File: config.mk
export PLATFORM = sky130hd
export DESIGN_NAME = rshc_sqrt
export DESIGN_NICKNAME = d
export VERILOG_FILES = /design/src/rtl/core/rshc_pkg.sv /design/src/rtl/core/rshc_sqrt.sv
export SDC_FILE = /design/constraint.sdc
export NUM_CORES = 2
export LEC_CHECK = 0
export BUFFER_PORTS_ARGS = -buffer_cell sky130_fd_sc_hd__buf_2
export CAP_MARGIN = 40
export CORE_MARGIN = 2
export CORE_UTILIZATION = 55
export DETAILED_ROUTE_END_ITERATION = 10
export GPL_ROUTABILITY_DRIVEN = 1
export GPL_TIMING_DRIVEN = 0
export PLACE_DENSITY = 0.69
export SLEW_MARGIN = 10
export SYNTH_ARGS = -nofsm -noshare
export SYNTH_HDL_FRONTEND = slang
export SYNTH_MEMORY_MAX_BITS = 65536
export SYNTH_SLANG_ARGS = --single-unit
export TNS_END_PERCENT = 1
File: constraint.sdc
create_clock -name clk -period 7.2 [get_ports clk]
set_clock_uncertainty 0.1 [all_clocks]
set_input_delay 1.08 -clock clk [delete_from_list [all_inputs] [get_ports clk]]
set_output_delay 1.08 -clock clk [all_outputs]
set_load 0.1 [all_outputs]
File: src/rtl/core/rshc_pkg.sv
// shared types, constants and step functions of the ray/sphere hit and shade core
package rshc_pkg;

  localparam int FRAC_BITS   = 16;
  localparam int DIR_BITS    = 14;
  localparam int UNIT_BITS   = 30;
  localparam int SHADE_SHIFT = 2 * FRAC_BITS - 6;
  localparam int QUAD_LAT    = 6;
  localparam int SQRT_STEPS  = 32;
  localparam int DIV_STEPS   = 32;

  localparam logic [31:0] FLOOR_Q24    = 32'd83886;
  localparam logic [30:0] RADIUS_RESET = 31'(64'd1 << FRAC_BITS);

  typedef logic signed [31:0] coord_t;
  typedef logic signed [15:0] dir_t;

  typedef enum logic [2:0] {
    REG_CENTER_X,
    REG_CENTER_Y,
    REG_CENTER_Z,
    REG_RADIUS,
    REG_LIGHT_X,
    REG_LIGHT_Y,
    REG_LIGHT_Z
  } cfg_reg_t;

  typedef struct packed {
    coord_t origin_x;
    coord_t origin_y;
    coord_t origin_z;
    dir_t   dir_x;
    dir_t   dir_y;
    dir_t   dir_z;
  } ray_t;

  typedef struct packed {
    logic        hit;
    logic [31:0] distance;
    logic [31:0] intensity;
  } shade_t;

  typedef struct packed {
    coord_t      center_x;
    coord_t      center_y;
    coord_t      center_z;
    logic [30:0] sphere_radius;
    coord_t      light_x;
    coord_t      light_y;
    coord_t      light_z;
  } cfg_t;

  typedef struct packed {
    ray_t        ray;
    coord_t      h;
    logic [63:0] disc;
    logic        miss;
  } quad_t;

  typedef struct packed {
    ray_t   ray;
    coord_t h;
    logic   miss;
  } side_a_t;

  typedef struct packed {
    logic             hit;
    logic [31:0]      tdist;
    logic [2:0][31:0] nmag;
    logic [2:0][31:0] lmag;
    logic [2:0]       nneg;
    logic [2:0]       lneg;
    logic [63:0]      ll;
  } side_b_t;

  typedef struct packed {
    logic        hit;
    logic [31:0] tdist;
    logic [2:0]  nneg;
    logic [2:0]  lneg;
    logic        nzero;
    logic        lzero;
    logic [63:0] ll;
  } side_c_t;

  typedef struct packed {
    logic        hit;
    logic [31:0] tdist;
    logic        flr;
    logic        over;
  } side_d_t;

  typedef struct packed {
    logic [63:0] rad;
    logic [34:0] rem;
    logic [31:0] root;
  } sqrt_st_t;

  typedef struct packed {
    logic [63:0] rem;
    logic [31:0] lo;
    logic [63:0] dvs;
    logic [31:0] quo;
  } div_st_t;

  function automatic logic signed [49:0] sx50(input coord_t v);
    return {{18{v[31]}}, v};
  endfunction

  function automatic coord_t sat32(input logic signed [49:0] x);
    coord_t r;
    if (x > 50'sd2147483647) begin
      r = 32'sh7fffffff;
    end else if (x < -50'sd2147483648) begin
      r = 32'sh80000000;
    end else begin
      r = x[31:0];
    end
    return r;
  endfunction

  // one result bit of a digit-by-digit square root
  function automatic sqrt_st_t sqrt_step(input sqrt_st_t s);
    sqrt_st_t    r;
    logic [34:0] rw;
    logic [34:0] trial;
    rw    = {s.rem[32:0], s.rad[63:62]};
    trial = {1'b0, s.root, 2'b01};
    r.rad = {s.rad[61:0], 2'b00};
    if (rw >= trial) begin
      r.rem  = rw - trial;
      r.root = {s.root[30:0], 1'b1};
    end else begin
      r.rem  = rw;
      r.root = {s.root[30:0], 1'b0};
    end
    return r;
  endfunction

  // one quotient bit of a restoring division
  function automatic div_st_t div_step(input div_st_t s);
    div_st_t     r;
    logic [64:0] rw;
    logic [64:0] sub;
    rw    = {s.rem, s.lo[31]};
    sub   = rw - {1'b0, s.dvs};
    r.lo  = {s.lo[30:0], 1'b0};
    r.dvs = s.dvs;
    if (rw >= {1'b0, s.dvs}) begin
      r.rem = sub[63:0];
      r.quo = {s.quo[30:0], 1'b1};
    end else begin
      r.rem = rw[63:0];
      r.quo = {s.quo[30:0], 1'b0};
    end
    return r;
  endfunction

endpackage

File: src/rtl/core/rshc_sqrt.sv
// pipelined 64-bit integer square root, one root bit per stage
module rshc_sqrt (
  input  logic        clk,
  input  logic        en,
  input  logic [63:0] radicand,
  output logic [31:0] root
);
  import rshc_pkg::*;

  sqrt_st_t st [SQRT_STEPS];
  sqrt_st_t st_init;

  assign st_init = '{rad: radicand, rem: '0, root: '0};

  always_ff @(posedge clk) begin
    if (en) begin
      st[0] <= sqrt_step(st_init);
      for (int k = 1; k < SQRT_STEPS; k++) begin
        st[k] <= sqrt_step(st[k-1]);
      end
    end
  end

  assign root = st[SQRT_STEPS-1].root;

endmodule

* After elaboration in Yosys (flattened, before gate mapping)
Memory sizes are Yosys's and may differ from the RTL's.
Index checks and enable logic that the tools add are counted.
** Cells by class
- Mux-type cells :: 66
- $lt $le $gt $ge :: 32
- Add/sub/neg operators :: 32
** Operator list (number)
- $mux W67 :: 64
- $ge A35 B34 Y1 :: 31
- $sub A35 B34 Y35 :: 31
- $sub A2 B1 Y3 const B :: 1
- $ge A2 B1 Y1 const B :: 1
- $mux W1 :: 2
** Storage, ports and cells
- Memory bits (writable) :: 4128
- Memories :: 1
- Input bits :: 66
- Word-level logic and storage cells :: 131
- Register bits after elaboration :: 0
** Memory list
- st :: depth 32, bits a word 129, read ports 32, clocked after memory_dff 0, wr ports 32, RTL line rshc_sqrt.sv:10 : sqrt_st_t st [SQRT_STEPS];

* Depth between registers and ports, before layout
An unclocked memory read counts as a cell.
- Depth in word-level cells :: 4
- Depth in mapped cells :: 15
- Depth with buffers taken out :: 13

* Worst setup path after synthesis
No wires, ideal clock.
- Path kind :: register to register
- Start point :: memory st[1][1581] in the netlist's numbering
- End point :: memory st[1][1725] in the netlist's numbering (data pin)
- Path slack :: 3.629 ns
- Period minus slack after synthesis :: 3.571 ns
- Required time :: 6.840 ns
- Arrival time :: 3.211 ns
- Cell stages (with the launch flop) :: 13
- Cell sequence :: edfxtp_1 ha_1 a21oi_1 nand2_1 a221o_1 and4_1 o2111a_1 o31a_1 and3_1 or3_1 clkbuf_1 buf_2 mux2_2
** RTL lines (RTL line)
- from (decl) :: rshc_sqrt.sv:10

==> impl_results.md <==
- Startpoint types: flip-flop
- Fmax: 192 MHz
- First-pass GRT wire length: 382000 µm
- Cell Rows: 168
- Net Sw Frac: 0.282
- Multi-input gate area: 0.0377 mm²
- CTS sink count: 2494
- CTS tree: built
- Highest metal used: met4
- Delay-heaviest family, CP: compound AO/OA/AOI/OAI gates
- Largest registers: st (2494)
- Synth cell types: 93
- EDFF count, synth: 2494
- Placer Congestion: 0.912
- Setup TNS: 0 ns
- Arrival time at the worst endpoint: 5.78 ns
- CTS Buf Count: 284
- Most common cell on crit path: clkbuf_1
- Crit-path max FO: 10
- Initial antenna violation count: 5
- Leak: 0.0496 µW
- Total GRT Usage: 0.226
- Post-synth net total: 9576
- Logic pwr share: 0.206
- Post_cts resized: 0
- Dpl ws: 1.98 ns
- Sequential power share: 0.468
- Vias: 69800
- Setup ws final: 1.98 ns
- Grt total ovfl: 0
- CP required: 7.76 ns
- Chip height: 463 µm
- Cts hold-fix bufs: 0
- Clock network power share: 0.326
- Initial Util: 0.554
- Post-DP HPWL: 178000 µm
- R2R Setup Slk: 1.98 ns
- Cell count after synthesis: 8949
- Least-Margin Pin Slew: 0.963 ns
- Max_slew headroom: 0.358
- Ys flop type: edfxtp_1
- Pint: 30100 µW
- Residual DRC count: 0
- Setup violations, final: 0
- Final ANT Viol Nets: 0
- Crit share post-route: 0.725
- DR WL met3: 10700 µm
- Status: complete, no violations
- Die area: 0.215 mm²
- Mean Syn Cell Area: 13.0 µm²
- Worst-Skew Late Latency: 0.93 ns
- NumNets Final: 9981
- Commonest non-fill, non-tap cell in the layout: edfxtp_1
- IO buf count: 97
- Wirelength per Cell: 19.8 µm
- Fin. Hold Viols: 0
- DR iter-0 viols: 5952
- Share of layout cells above drive strength 1: 0.0751
- Reg area: 0.0749 mm²
- Placeable Area: 0.210 mm²
- Largest reg by FF count: st
- Pwr per Cell Area: 324 mW/mm²
- Peak VDD IR: 0.247 mV
- Post-CTS setup repair buffer count: 0
- CP max stage cell: a221oi_1
- Largest register FFs: 2494
- Largest net degree at the start of global routing: 168
- Psw: 11800 µW
- CP max stage delay: 0.82 ns
- Total routed wirelength: 245000 µm
- Synthesized area: 0.116 mm²
- Slew Limit Fails: 0
- IO Pins: 98
- Hold WC Path Type: in2reg
- Die width: 463 µm
- Crit path buf inv count: 4
- Most frequent cells in the layout: 2494 x edfxtp_1, 682 x inv_1, 623 x nand2_1
- Post-synth ARST share: 0
- Met1 WL: 110000 µm
- RSZ-0062 raised after global routing: false
- Fillers: 16000
- CTS Root Cell: clkbuf_16
- Worst path cell trace: inv_1, ha_1, o211ai_1, nand2_1, a221oi_1, o311ai_0, o21ai_0, a21oi_1, o211ai_1, o311a_1, clkbuf_1, clkbuf_1, clkbuf_1, nand2_1, o31ai_1
- Synthesis Warnings: 0
- Fin crit period: 5.22 ns
- Critical path class: reg2reg
- H-tree depth: 5
- First-pass DRT Iterations: 6
- Sequential area share after synthesis: 0.646
- DR WL met2: 119000 µm
- Vias in the first global route: 67800
- Clk slew on worst S/H paths: 0.06 ns
- CTS Buffer Depth: 4
- Via density: 5.65
- Post-synthesis register bit count: 2494
- Syn-to-layout area delta: 11.4%
- Worst Setup End Kind: flip-flop
- Max-cap violations: 0
## power groups by stage
stage               clock network [µW]  logic [µW]  registers (µW)
CTS                              14000        8630           19600
finish                           13600        8630           19600
global route                     14600        9620           19800
global placement                     0        8500           21000
floorplan                            0        6280           19300
detailed placement                   0        8550           19900
## per-stage QoR
step	hold slack (ns)	power (µW)	cell area, µm²	cells	utilization
3_3_place_gp	0.300	29500	120000	11900	0.573
2_1_floorplan	0.300	25600	116000	8949	-
5_1_grt	0.169	44000	129000	12400	0.617
3_5_place_dp	0.305	28500	120000	11900	0.575
4_1_cts	0.146	42300	129000	12400	0.617
6_report	0.217	41900	129000	12400	0.617
## cells in the mapped netlist, types with 36 or more instances
| cell type | instances | area [µm²] |
|---|---|---|
| edfxtp_1 | 2494 | 74900 |
| inv_1 | 682 | 2560 |
| nand2_1 | 623 | 2340 |
| ha_1 | 561 | 7020 |
| o21ai_0 | 525 | 2630 |
| nor2_1 | 524 | 1970 |
| a21oi_1 | 491 | 2460 |
| xnor2_1 | 404 | 3540 |
| xor2_1 | 389 | 3410 |
| a21o_1 | 268 | 2010 |
| nor3_1 | 235 | 1180 |
| nand3_1 | 145 | 726 |
| clkbuf_1 | 143 | 537 |
| nand2b_1 | 128 | 801 |
| nor4_1 | 116 | 726 |
| o21a_1 | 96 | 721 |
| or3_1 | 93 | 582 |
| nand4_1 | 90 | 563 |
| nor2b_1 | 88 | 551 |
| mux2_2 | 78 | 878 |
| o31ai_1 | 65 | 488 |
| or4_1 | 63 | 473 |
| and3_1 | 53 | 332 |
| a31oi_1 | 47 | 294 |
| or2_2 | 45 | 282 |
| a211oi_1 | 41 | 308 |
| o21bai_1 | 36 | 270 |
## final cells by class
| class | instances | area share |
|---|---|---|
| Antenna cell | 2 | 0.0000387 |
| Buffer | 198 | 0.00688 |
| Clock buffer | 342 | 0.0578 |
| Clock inverter | 139 | 0.00990 |
| Inverter | 684 | 0.0199 |
| Multi-Input combinational cell | 5573 | 0.291 |
| Sequential cell | 2494 | 0.579 |
| Tap cell | 2805 | 0.0272 |
| Timing Repair Buffer | 119 | 0.00760 |
## worst register-to-register path: stages, from the launching register on
cell      delay [ns]
edfxtp_1        0.41
inv_1           0.06
ha_1            0.40
o211ai_1        0.17
nand2_1         0.12
a221oi_1        0.82
o311ai_0        0.34
o21ai_0         0.40
a21oi_1         0.17
o211ai_1        0.23
o311a_1         0.17
clkbuf_1        0.31
clkbuf_1        0.49
clkbuf_1        0.56
nand2_1         0.13
o31ai_1         0.11
## kinds of logic after synthesis
family,Yosys count,synth area share
compound gates,1795,0.0960
xor+xnor,793,0.0599
fa+ha+maj,561,0.0605
buf+inv,882,0.0298
flops,2494,0.646
mux,91,0.00869
other cells,1,0.0000323
simple gates,2332,0.0996
## metal layers
layer,global-route usage,vias up
met4,0.0606,0
met2,0.378,1576
met3,0.0284,420
met5,0,-
met1,0.313,33800
li1,-,34000
## path summary, 6_finish.rpt
path,start,end,cells after the start
worst min-delay path,radicand[34],st[0][101],1
worst max-delay path,st[1][1291],st[1][1469],15
worst min register to register,st[0][109],st[0][240],0
worst max register to register,st[1][1291],st[1][1469],15
Note: power is estimated with default switching activity, not from simulation.
